[src/sv/sfq_pkg.sv]
// Package of the sortable queue: payload types, codes, control structs.
// Depends on nothing.
`default_nettype none

package sfq_pkg;

    localparam int DEPTH_DEFAULT = 16;

    // Operation codes
    localparam logic [2:0] OP_ENQ  = 3'd0;
    localparam logic [2:0] OP_DEQ  = 3'd1;
    localparam logic [2:0] OP_SHOW = 3'd2;
    localparam logic [2:0] OP_REV  = 3'd3;
    localparam logic [2:0] OP_FIND = 3'd4;
    localparam logic [2:0] OP_SORT = 3'd5;

    // Status codes
    localparam logic [1:0] ST_OK       = 2'd0;
    localparam logic [1:0] ST_EMPTY    = 2'd1;
    localparam logic [1:0] ST_FULL     = 2'd2;
    localparam logic [1:0] ST_NOTFOUND = 2'd3;

    typedef struct packed {
        logic [2:0]         operation;
        logic signed [31:0] value;
    } req_t;

    typedef struct packed {
        logic [1:0]         status;
        logic signed [31:0] word;
        logic [4:0]         position;
        logic               last;
    } res_t;

    // Controller to datapath
    typedef struct packed {
        logic enq;        // append request value, answer ok or full
        logic empty_res;  // answer queue empty
        logic deq_rd;     // read front entry
        logic deq_done;   // answer with front entry, pop it
        logic scan_init;  // latch op and key, clear walk counter
        logic scan_rd;    // read next entry of the walk
        logic flush;      // final search answer
        logic sort_init;  // clear outer sort index
        logic sort_rdk;   // read outer entry
        logic sort_ldk;   // load outer entry, read inner entry
        logic sort_cmp;   // compare and swap inner entry
        logic sort_wrk;   // write back outer entry
        logic sort_done;  // answer sort ok
    } cmd_t;

    // Datapath to controller
    typedef struct packed {
        logic empty;
        logic ge2;        // at least two entries
        logic k_last;     // walk index at last entry
        logic m_last;     // inner sort index at last entry
        logic ks_last;    // outer sort index at last pass
        logic find;       // current walk is a search
    } sts_t;

endpackage

`default_nettype wire

[src/sv/sortable_fifo_queue_with_search_core.sv]
// Top level of the sortable queue with search: controller plus datapath.
// Depends on sfq_pkg, sfq_ctrl, sfq_dp (and through it sfq_ram).
//
//   channel   handshake           payload            direction
//   request   start / busy        request (req_t)    in
//   result    strobe (1 cycle)    result (res_t)     out
//
// Enqueue, and any answer that needs no RAM read, shows its result in the
// cycle after acceptance and leaves busy low. Dequeue holds busy for a
// registered RAM read; display and reverse hold it while walking the entries,
// search also for a flush. Sort of N >= 2 entries holds it over outer passes
// of read, load, compares and write-back. The last result shows as busy
// drops. Reset clears pointers and control only; results cannot be held off.
`default_nettype none

module sortable_fifo_queue_with_search_core #(
    parameter int DEPTH = sfq_pkg::DEPTH_DEFAULT
) (
    input  wire logic          clk,
    input  wire logic          rst_n,
    input  wire logic          start,
    output logic               busy,
    input  wire sfq_pkg::req_t request,
    output logic               strobe,
    output sfq_pkg::res_t      result
);

    sfq_pkg::cmd_t cmd;
    sfq_pkg::sts_t sts;

    sfq_ctrl u_ctrl (
        .clk       (clk),
        .rst_n     (rst_n),
        .start     (start),
        .operation (request.operation),
        .sts       (sts),
        .busy      (busy),
        .cmd       (cmd)
    );

    sfq_dp #(
        .DEPTH (DEPTH)
    ) u_dp (
        .clk     (clk),
        .rst_n   (rst_n),
        .request (request),
        .cmd     (cmd),
        .sts     (sts),
        .strobe  (strobe),
        .result  (result)
    );

endmodule

`default_nettype wire

[src/sv/sfq_ram.sv]
// Generic single write port, single read port RAM with registered read.
// Depends on nothing.
`default_nettype none

module sfq_ram #(
    parameter int WIDTH = 32,
    parameter int DEPTH = 16,
    parameter int AW    = (DEPTH > 1) ? $clog2(DEPTH) : 1
) (
    input  wire logic             clk,
    input  wire logic             we,
    input  wire logic [AW-1:0]    waddr,
    input  wire logic [WIDTH-1:0] wdata,
    input  wire logic [AW-1:0]    raddr,
    output logic      [WIDTH-1:0] rdata
);

    logic [WIDTH-1:0] mem [DEPTH];

    // Write port
    always_ff @(posedge clk)
    begin
        if (we)
        begin
            mem[waddr] <= wdata;
        end
    end

    // Registered read port
    always_ff @(posedge clk)
    begin
        rdata <= mem[raddr];
    end

endmodule

`default_nettype wire

[src/sv/sfq_ctrl.sv]
// Controller of the sortable queue: sequences walks, dequeue and sort.
// Depends on sfq_pkg.
`default_nettype none

module sfq_ctrl (
    input  wire logic         clk,
    input  wire logic         rst_n,
    input  wire logic         start,
    input  wire logic [2:0]   operation,
    input  wire sfq_pkg::sts_t sts,
    output logic              busy,
    output sfq_pkg::cmd_t     cmd
);

    typedef enum logic [8:0] {
        S_IDLE     = 9'b000000001,
        S_DEQ_WAIT = 9'b000000010,
        S_SCAN     = 9'b000000100,
        S_SCAN_END = 9'b000001000,
        S_FLUSH    = 9'b000010000,
        S_SORT_RDK = 9'b000100000,
        S_SORT_LDK = 9'b001000000,
        S_SORT_CMP = 9'b010000000,
        S_SORT_WRK = 9'b100000000
    } state_t;

    state_t state_reg, state_next;

    // Next state and commands
    always_comb
    begin
        state_next = state_reg;
        cmd        = '0;
        unique case (state_reg)
            S_IDLE:
            begin
                if (start)
                begin
                    unique case (operation) inside
                        sfq_pkg::OP_ENQ:
                        begin
                            cmd.enq = 1'b1;
                        end
                        sfq_pkg::OP_DEQ:
                        begin
                            if (sts.empty)
                            begin
                                cmd.empty_res = 1'b1;
                            end
                            else
                            begin
                                cmd.deq_rd = 1'b1;
                                state_next = S_DEQ_WAIT;
                            end
                        end
                        sfq_pkg::OP_SHOW, sfq_pkg::OP_REV, sfq_pkg::OP_FIND:
                        begin
                            if (sts.empty)
                            begin
                                cmd.empty_res = 1'b1;
                            end
                            else
                            begin
                                cmd.scan_init = 1'b1;
                                state_next    = S_SCAN;
                            end
                        end
                        sfq_pkg::OP_SORT:
                        begin
                            if (sts.ge2)
                            begin
                                cmd.sort_init = 1'b1;
                                state_next    = S_SORT_RDK;
                            end
                            else
                            begin
                                cmd.sort_done = 1'b1;
                            end
                        end
                        default:
                        begin
                            // undefined operation: ignored
                        end
                    endcase
                end
            end
            S_DEQ_WAIT:
            begin
                cmd.deq_done = 1'b1;
                state_next   = S_IDLE;
            end
            S_SCAN:
            begin
                cmd.scan_rd = 1'b1;
                if (sts.k_last)
                begin
                    state_next = S_SCAN_END;
                end
            end
            S_SCAN_END:
            begin
                // datapath handles the final entry of the walk here
                state_next = sts.find ? S_FLUSH : S_IDLE;
            end
            S_FLUSH:
            begin
                cmd.flush  = 1'b1;
                state_next = S_IDLE;
            end
            S_SORT_RDK:
            begin
                cmd.sort_rdk = 1'b1;
                state_next   = S_SORT_LDK;
            end
            S_SORT_LDK:
            begin
                cmd.sort_ldk = 1'b1;
                state_next   = S_SORT_CMP;
            end
            S_SORT_CMP:
            begin
                cmd.sort_cmp = 1'b1;
                if (sts.m_last)
                begin
                    state_next = S_SORT_WRK;
                end
            end
            S_SORT_WRK:
            begin
                cmd.sort_wrk = 1'b1;
                if (sts.ks_last)
                begin
                    cmd.sort_done = 1'b1;
                    state_next    = S_IDLE;
                end
                else
                begin
                    state_next = S_SORT_RDK;
                end
            end
            default:
            begin
                state_next = S_IDLE;
            end
        endcase
    end

    always_ff @(posedge clk or negedge rst_n)
    begin
        if (!rst_n)
        begin
            state_reg <= S_IDLE;
        end
        else
        begin
            state_reg <= state_next;
        end
    end

    assign busy = (state_reg != S_IDLE);

endmodule

`default_nettype wire

[src/sv/sfq_dp.sv]
// Datapath of the sortable queue: ring pointers, entry RAM, walk and sort
// registers, result register. Depends on sfq_pkg and sfq_ram.
`default_nettype none

module sfq_dp #(
    parameter int DEPTH = sfq_pkg::DEPTH_DEFAULT
) (
    input  wire logic          clk,
    input  wire logic          rst_n,
    input  wire sfq_pkg::req_t request,
    input  wire sfq_pkg::cmd_t cmd,
    output sfq_pkg::sts_t      sts,
    output logic               strobe,
    output sfq_pkg::res_t      result
);

    localparam int IW = (DEPTH > 1) ? $clog2(DEPTH) : 1;
    localparam int CW = $clog2(DEPTH + 1);
    localparam logic [IW:0]   DEPTH_W = (IW + 1)'(DEPTH);
    localparam logic [CW-1:0] DEPTH_C = CW'(DEPTH);

    // Ring slot of the entry idx places behind the front
    function automatic logic [IW-1:0] slot(input logic [IW-1:0] base,
                                           input logic [IW-1:0] idx);
        logic [IW:0] s;
        s = {1'b0, base} + {1'b0, idx};
        if (s >= DEPTH_W)
        begin
            s = s - DEPTH_W;
        end
        return s[IW-1:0];
    endfunction

    logic [IW-1:0]      front_reg, front_next;
    logic [CW-1:0]      count_reg, count_next;
    logic [IW-1:0]      k_reg, k_next;
    logic [IW-1:0]      m_reg, m_next;
    logic [IW-1:0]      rk_reg;
    logic [31:0]        a_reg, a_next;
    logic [31:0]        key_reg;
    logic               rev_reg, find_reg;
    logic               rv_reg;
    logic               held_v_reg, held_v_next;
    logic [4:0]         held_pos_reg, held_pos_next;
    sfq_pkg::res_t      res_reg, res_next;
    logic               strobe_reg, strobe_next;

    logic               we;
    logic [IW-1:0]      waddr, raddr;
    logic [31:0]        wdata, rdata;

    logic [CW-1:0]      count_m1;
    logic               full;
    logic [IW-1:0]      scan_idx;
    logic               swap;
    logic               rlast;
    logic               match;
    logic [4:0]         rpos;

    sfq_ram #(
        .WIDTH (32),
        .DEPTH (DEPTH)
    ) u_ram (
        .clk   (clk),
        .we    (we),
        .waddr (waddr),
        .wdata (wdata),
        .raddr (raddr),
        .rdata (rdata)
    );

    // Derived values
    assign count_m1 = count_reg - CW'(1);
    assign full     = (count_reg == DEPTH_C);
    assign scan_idx = rev_reg ? IW'(count_m1 - CW'(k_reg)) : k_reg;
    assign swap     = ($signed(a_reg) > $signed(rdata));
    assign rlast    = (CW'(rk_reg) == count_m1);
    assign match    = (rdata == key_reg);
    assign rpos     = 5'(CW'(rk_reg) + CW'(1));

    // Status to controller
    always_comb
    begin
        sts.empty   = (count_reg == '0);
        sts.ge2     = (count_reg >= CW'(2));
        sts.k_last  = (CW'(k_reg) == count_m1);
        sts.m_last  = (CW'(m_reg) == count_m1);
        sts.ks_last = (CW'(k_reg) == count_reg - CW'(2));
        sts.find    = find_reg;
    end

    // RAM write port
    always_comb
    begin
        we    = 1'b0;
        waddr = slot(front_reg, k_reg);
        wdata = a_reg;
        if (cmd.enq && !full)
        begin
            we    = 1'b1;
            waddr = slot(front_reg, IW'(count_reg));
            wdata = request.value;
        end
        else if (cmd.sort_cmp && swap)
        begin
            we    = 1'b1;
            waddr = slot(front_reg, m_reg);
        end
        else if (cmd.sort_wrk)
        begin
            we = 1'b1;
        end
    end

    // RAM read address
    always_comb
    begin
        raddr = front_reg;
        if (cmd.deq_rd)
        begin
            raddr = front_reg;
        end
        else if (cmd.scan_rd)
        begin
            raddr = slot(front_reg, scan_idx);
        end
        else if (cmd.sort_rdk)
        begin
            raddr = slot(front_reg, k_reg);
        end
        else if (cmd.sort_ldk)
        begin
            raddr = slot(front_reg, m_reg);
        end
        else if (cmd.sort_cmp)
        begin
            raddr = slot(front_reg, m_reg + IW'(1));
        end
    end

    // Pointers, counters and sort register
    always_comb
    begin
        front_next = front_reg;
        count_next = count_reg;
        k_next     = k_reg;
        m_next     = m_reg;
        a_next     = a_reg;
        if (cmd.enq && !full)
        begin
            count_next = count_reg + CW'(1);
        end
        if (cmd.deq_done)
        begin
            front_next = slot(front_reg, IW'(1));
            count_next = count_m1;
        end
        if (cmd.scan_init || cmd.sort_init)
        begin
            k_next = '0;
        end
        if (cmd.scan_rd || cmd.sort_wrk)
        begin
            k_next = k_reg + IW'(1);
        end
        if (cmd.sort_rdk)
        begin
            m_next = k_reg + IW'(1);
        end
        if (cmd.sort_ldk)
        begin
            a_next = rdata;
        end
        if (cmd.sort_cmp)
        begin
            m_next = m_reg + IW'(1);
            if (swap)
            begin
                a_next = rdata;
            end
        end
    end

    // Result selection; search holds back one match to mark the last
    always_comb
    begin
        res_next      = res_reg;
        strobe_next   = 1'b0;
        held_v_next   = held_v_reg;
        held_pos_next = held_pos_reg;
        if (cmd.scan_init)
        begin
            held_v_next = 1'b0;
        end
        if (cmd.enq)
        begin
            strobe_next = 1'b1;
            res_next    = '{status: full ? sfq_pkg::ST_FULL : sfq_pkg::ST_OK,
                            word: '0, position: '0, last: 1'b1};
        end
        if (cmd.empty_res)
        begin
            strobe_next = 1'b1;
            res_next    = '{status: sfq_pkg::ST_EMPTY, word: '0, position: '0,
                            last: 1'b1};
        end
        if (cmd.sort_done)
        begin
            strobe_next = 1'b1;
            res_next    = '{status: sfq_pkg::ST_OK, word: '0, position: '0,
                            last: 1'b1};
        end
        if (cmd.deq_done)
        begin
            strobe_next = 1'b1;
            res_next    = '{status: sfq_pkg::ST_OK, word: rdata, position: '0,
                            last: 1'b1};
        end
        if (rv_reg)
        begin
            if (!find_reg)
            begin
                strobe_next = 1'b1;
                res_next    = '{status: sfq_pkg::ST_OK, word: rdata, position: '0,
                                last: rlast};
            end
            else if (match)
            begin
                if (held_v_reg)
                begin
                    strobe_next = 1'b1;
                    res_next    = '{status: sfq_pkg::ST_OK, word: '0,
                                    position: held_pos_reg, last: 1'b0};
                end
                held_v_next   = 1'b1;
                held_pos_next = rpos;
            end
        end
        if (cmd.flush)
        begin
            strobe_next = 1'b1;
            if (held_v_reg)
            begin
                res_next = '{status: sfq_pkg::ST_OK, word: '0,
                             position: held_pos_reg, last: 1'b1};
            end
            else
            begin
                res_next = '{status: sfq_pkg::ST_NOTFOUND, word: '0,
                             position: '0, last: 1'b1};
            end
        end
    end

    // Control registers
    always_ff @(posedge clk or negedge rst_n)
    begin
        if (!rst_n)
        begin
            front_reg  <= '0;
            count_reg  <= '0;
            rv_reg     <= 1'b0;
            held_v_reg <= 1'b0;
            strobe_reg <= 1'b0;
        end
        else
        begin
            front_reg  <= front_next;
            count_reg  <= count_next;
            rv_reg     <= cmd.scan_rd;
            held_v_reg <= held_v_next;
            strobe_reg <= strobe_next;
        end
    end

    // Payload registers
    always_ff @(posedge clk)
    begin
        k_reg        <= k_next;
        m_reg        <= m_next;
        a_reg        <= a_next;
        rk_reg       <= k_reg;
        held_pos_reg <= held_pos_next;
        res_reg      <= res_next;
        if (cmd.scan_init)
        begin
            key_reg  <= request.value;
            rev_reg  <= (request.operation == sfq_pkg::OP_REV);
            find_reg <= (request.operation == sfq_pkg::OP_FIND);
        end
    end

    assign strobe = strobe_reg;
    assign result = res_reg;

endmodule

`default_nettype wire

[config.mk]
export PLATFORM = sky130hd
export DESIGN_NAME = sortable_fifo_queue_with_search_core
export DESIGN_NICKNAME = d
export VERILOG_FILES = /design/src/sv/sfq_pkg.sv /design/src/sv/sortable_fifo_queue_with_search_core.sv /design/src/sv/sfq_ram.sv /design/src/sv/sfq_ctrl.sv /design/src/sv/sfq_dp.sv
export SDC_FILE = /design/constraint.sdc
export NUM_CORES = 1
export LEC_CHECK = 0
export ABC_AREA = 1
export ABC_CLOCK_PERIOD_IN_PS = 5150
export BUFFER_PORTS_ARGS = -buffer_cell sky130_fd_sc_hd__clkbuf_2
export CAP_MARGIN = 20
export CORE_MARGIN = 8
export CORE_UTILIZATION = 50
export CTS_CLUSTER_SIZE = 25
export DETAILED_ROUTE_END_ITERATION = 10
export PLACE_DENSITY = 0.66
export SETUP_SLACK_MARGIN = 0.15
export SKIP_LAST_GASP = 1
export SYNTH_ARGS = -nofsm -noshare
export SYNTH_HDL_FRONTEND = slang
export SYNTH_HIERARCHICAL = 1
export SYNTH_SLANG_ARGS = --single-unit
[constraint.sdc]
create_clock -name clk -period 5.15 [get_ports clk]
set_input_delay 0.7725 -clock clk [delete_from_list [all_inputs] [get_ports clk]]
set_output_delay 0.7725 -clock clk [all_outputs]
set_load 0.03 [all_outputs]
==> impl_metrics.ini <==
[clocking]
cts_resized = 0
cts_setup_buffers = 0
clockBufferDepth = 3
cts_tree = built
cts_buffers = 72
clkLatencyLatePin_ns = 0.62
cts_sinks = 688
holdBufCountCts = 0
clkTransAtPathRegs_ns = 0.06
cts_root_buf = clkbuf_16
h-tree-depth = 3

[yosys]
synth_edf_count = 559
syn_avg_cell_area_um2 = 9.632
syn_area_um2 = 31950
yosys_warnings = 6
synth_cell_type_count = 60
synth_top_area_cell = edfxtp_1
synth_seq_area_share_pct = 60.95
async_flop_share_pct = 3.052
synth_top_flop_cell = edfxtp_1
syn_nets = 3422
synth_cells = 3317
ys_seq_elements = 688
synthTopCellsByArea = edfxtp_1 53%, nand2_1 11%, nand3_1 7.1%
netlist.area_leader.share_pct = 52.54

[sta]
post-route-period-util_pct = 85.48
grt_setup_unrepaired = no
hold_viol_final = 0
slew_viol_final = 0
finalWorstPathRequiredPeriod_ns = 4.402
skew_ns = 0.02918
max-slew-margin-rel_pct = 33.15
tns_ns = 0
setup_viol = 0
worst_pin_slew_ns = 1.003
max_freq_ghz = 0.2272

[final_layout]
fill_cells = 5468
drive_gt1_share_pct = 10.36
antenna_cells = 0
synthToLayoutAreaGrowth_pct = 11.80
final_cell_mix = 974 x nand2_1, 559 x edfxtp_1, 539 x inv_1, 456 x nand3_1, 108 x dfxtp_1
largest_register_ffs = 512
layout_commonest_cell = nand2_1
final_area_um2 = 35720
fin_nets = 3503
top_register = u_dp/u_ram/mem
multi_input_area_um2 = 9641
seqCellArea_um2 = 19470
final_core_util_pct = 56.63

[setup_path]
end_kind = flip-flop
r2r_cells = 20
crit_family = simple AND/OR/NAND/NOR gates
cp-startpoint = u_dp/count_reg[0]$_DFFE_PN0P_
crit_chain = inv_1, ha_1, or2_2, nand2_1, inv_1, ha_1, xor2_1, a21oi_1, ha_1, a21oi_1, nand2_1, xor2_1, nand3_1, nand2_1, o21ai_0, inv_1, a21oi_4, buf_4, nand3_1, nand2_1
timing.critical_path.mode_cell = nand2_1
cp.required_ns = 5.65
reg2reg_from = u_dp/count_reg[0]$_DFFE_PN0P_
worst-path-buf-inv = 4
critical_path_arrival_ns = 4.90
slowest_stage = buf_4
crit_fanout = 32
critical-path-max-stage-delay_ns = 0.56
path_class = reg2reg
start_kind = flip-flop
cp.depth = 20

[global_route]
grt_pass1_wl_mm = 126.0
grt-ovfl-total = 0
grt_util_all_layers_pct = 22.82
antenna_found_initial = 0
grt_max_degree = 189
grt_pass1_vias = 21110

[power]
p_per_area_nw_per_um2 = 586.4
clockPowerShare_pct = 24.7
leakage_nw = 15.37
seq_power_share_pct = 35.8
power_switching_mw = 8.427
power.share.switching_pct = 40.23
ir_drop_uv = 623.1
p_int_mw = 12.52
comb_power_share_pct = 39.4

[floorplanning]
core_um2 = 63080
rows = 92
die_area_um2 = 72250
die_h_um = 268.8
initial_core_util_pct = 50.65
ios = 80
fp.dieW_um = 268.8

[route]
wire_per_inst_um = 19.22
drc = 0
viasPerCell = 5.232
drtIter0Drc = 2098
num_vias = 22510
dr.pass1.iters = 5
drt_wl_total_mm = 82.68
detail-route-antenna-nets = 0

[placed_design]
dp_hpwl_mm = 47.76
place_congestion = 0.8934
port_buffers = 79
postPlaceCellArea_um2 = 33290

[run]
maxCapViolCount = 0

[status]
status = finished, final reports clean

[hold_path]
hp-class = in2async
## synthesized netlist by cell type (19+ instances only)
library cell	instances
ha_1	61
dfxtp_1	108
buf_2	51
xor2_1	29
nor2_1	80
dfrtp_1	20
clkbuf_1	30
nand2_1	974
edfxtp_1	559
o21ai_2	31
o21ai_0	100
inv_1	540
a21oi_1	72
buf_6	35
nand3_1	456
xnor2_1	19
## area by class of cell
cell class | instances | area share [%]
sequential | 688 | 54.52
inverter | 554 | 5.846
timing repair buffer | 151 | 3.093
clock inverter | 35 | 1.107
tap | 846 | 2.963
multi-input combinational | 1931 | 26.99
clock buffer | 97 | 5.482
## worst register-to-register path: stages, from the launching register on
cell     delay (ns)
dfrtp_1        0.55
inv_1          0.21
ha_1           0.28
or2_2          0.27
nand2_1        0.15
inv_1          0.09
ha_1           0.35
xor2_1         0.16
a21oi_1        0.08
ha_1           0.32
a21oi_1        0.13
nand2_1        0.08
xor2_1         0.15
nand3_1        0.09
nand2_1        0.05
o21ai_0        0.14
inv_1          0.08
a21oi_4        0.13
buf_4          0.56
nand3_1        0.19
nand2_1        0.24
## stage by stage
stage,power [mW],instances,setup WS (ns),hold slack [ns]
2_1_floorplan,13.47,3317,0.9958,0.4496
3_3_place_gp,15.63,4163,0.9366,0.4742
3_5_place_dp,15.74,4164,0.7969,0.4830
4_1_cts,20.96,4296,0.8245,0.1675
5_1_grt,22.25,4302,0.4944,0.2085
6_report,20.94,4302,0.7476,0.1758
## metal layers
layer  routed length (um)  vias up  GRT usage (%)
met2                38370      861          36.54
met1                35650    10570          32.19
li1                     -    10960              -
met5                    0        -              0
met4                 1674        0          6.895
met3                 6990      114          3.346
## kinds of logic (layout without fill, tap and decap cells)
group	after synthesis	after routing	synth area share, %
AO/OA/AOI/OAI	229	229	4.182
XOR/XNOR	48	48	1.316
adder cells (fa/ha/maj)	67	67	2.765
buffers and inverters	698	837	9.481
flip-flops	688	688	60.95
AND/OR/NAND/NOR	1587	1587	21.30
## power by group through the flow
stage | logic [mW] | registers [mW] | clock network, mW
5_1_grt | 9.21 | 7.56 | 5.48
3_5_place_dp | 8.14 | 7.61 | 0
4_1_cts | 8.20 | 7.49 | 5.27
3_3_place_gp | 8.04 | 7.60 | 0
2_1_floorplan | 5.86 | 7.62 | 0
6_report | 8.25 | 7.51 | 5.18
## path summary, 6_finish.rpt
path,end,slack (ns)
min,u_ctrl/state_reg[6]$_DFFE_PN0P_,0.18
min in group clk,u_dp/key_reg[17]$_DFFE_PP_,0.35
max reg2reg,u_dp/u_ram/rdata[29]$_DFF_P_,0.75
max in group asynchronous,u_dp/count_reg[0]$_DFFE_PN0P_,4.55
max,u_dp/u_ram/rdata[29]$_DFF_P_,0.75
min reg2reg,u_dp/a_reg[28]$_DFF_P_,0.49
Note: power is estimated with default switching activity, not from simulation.
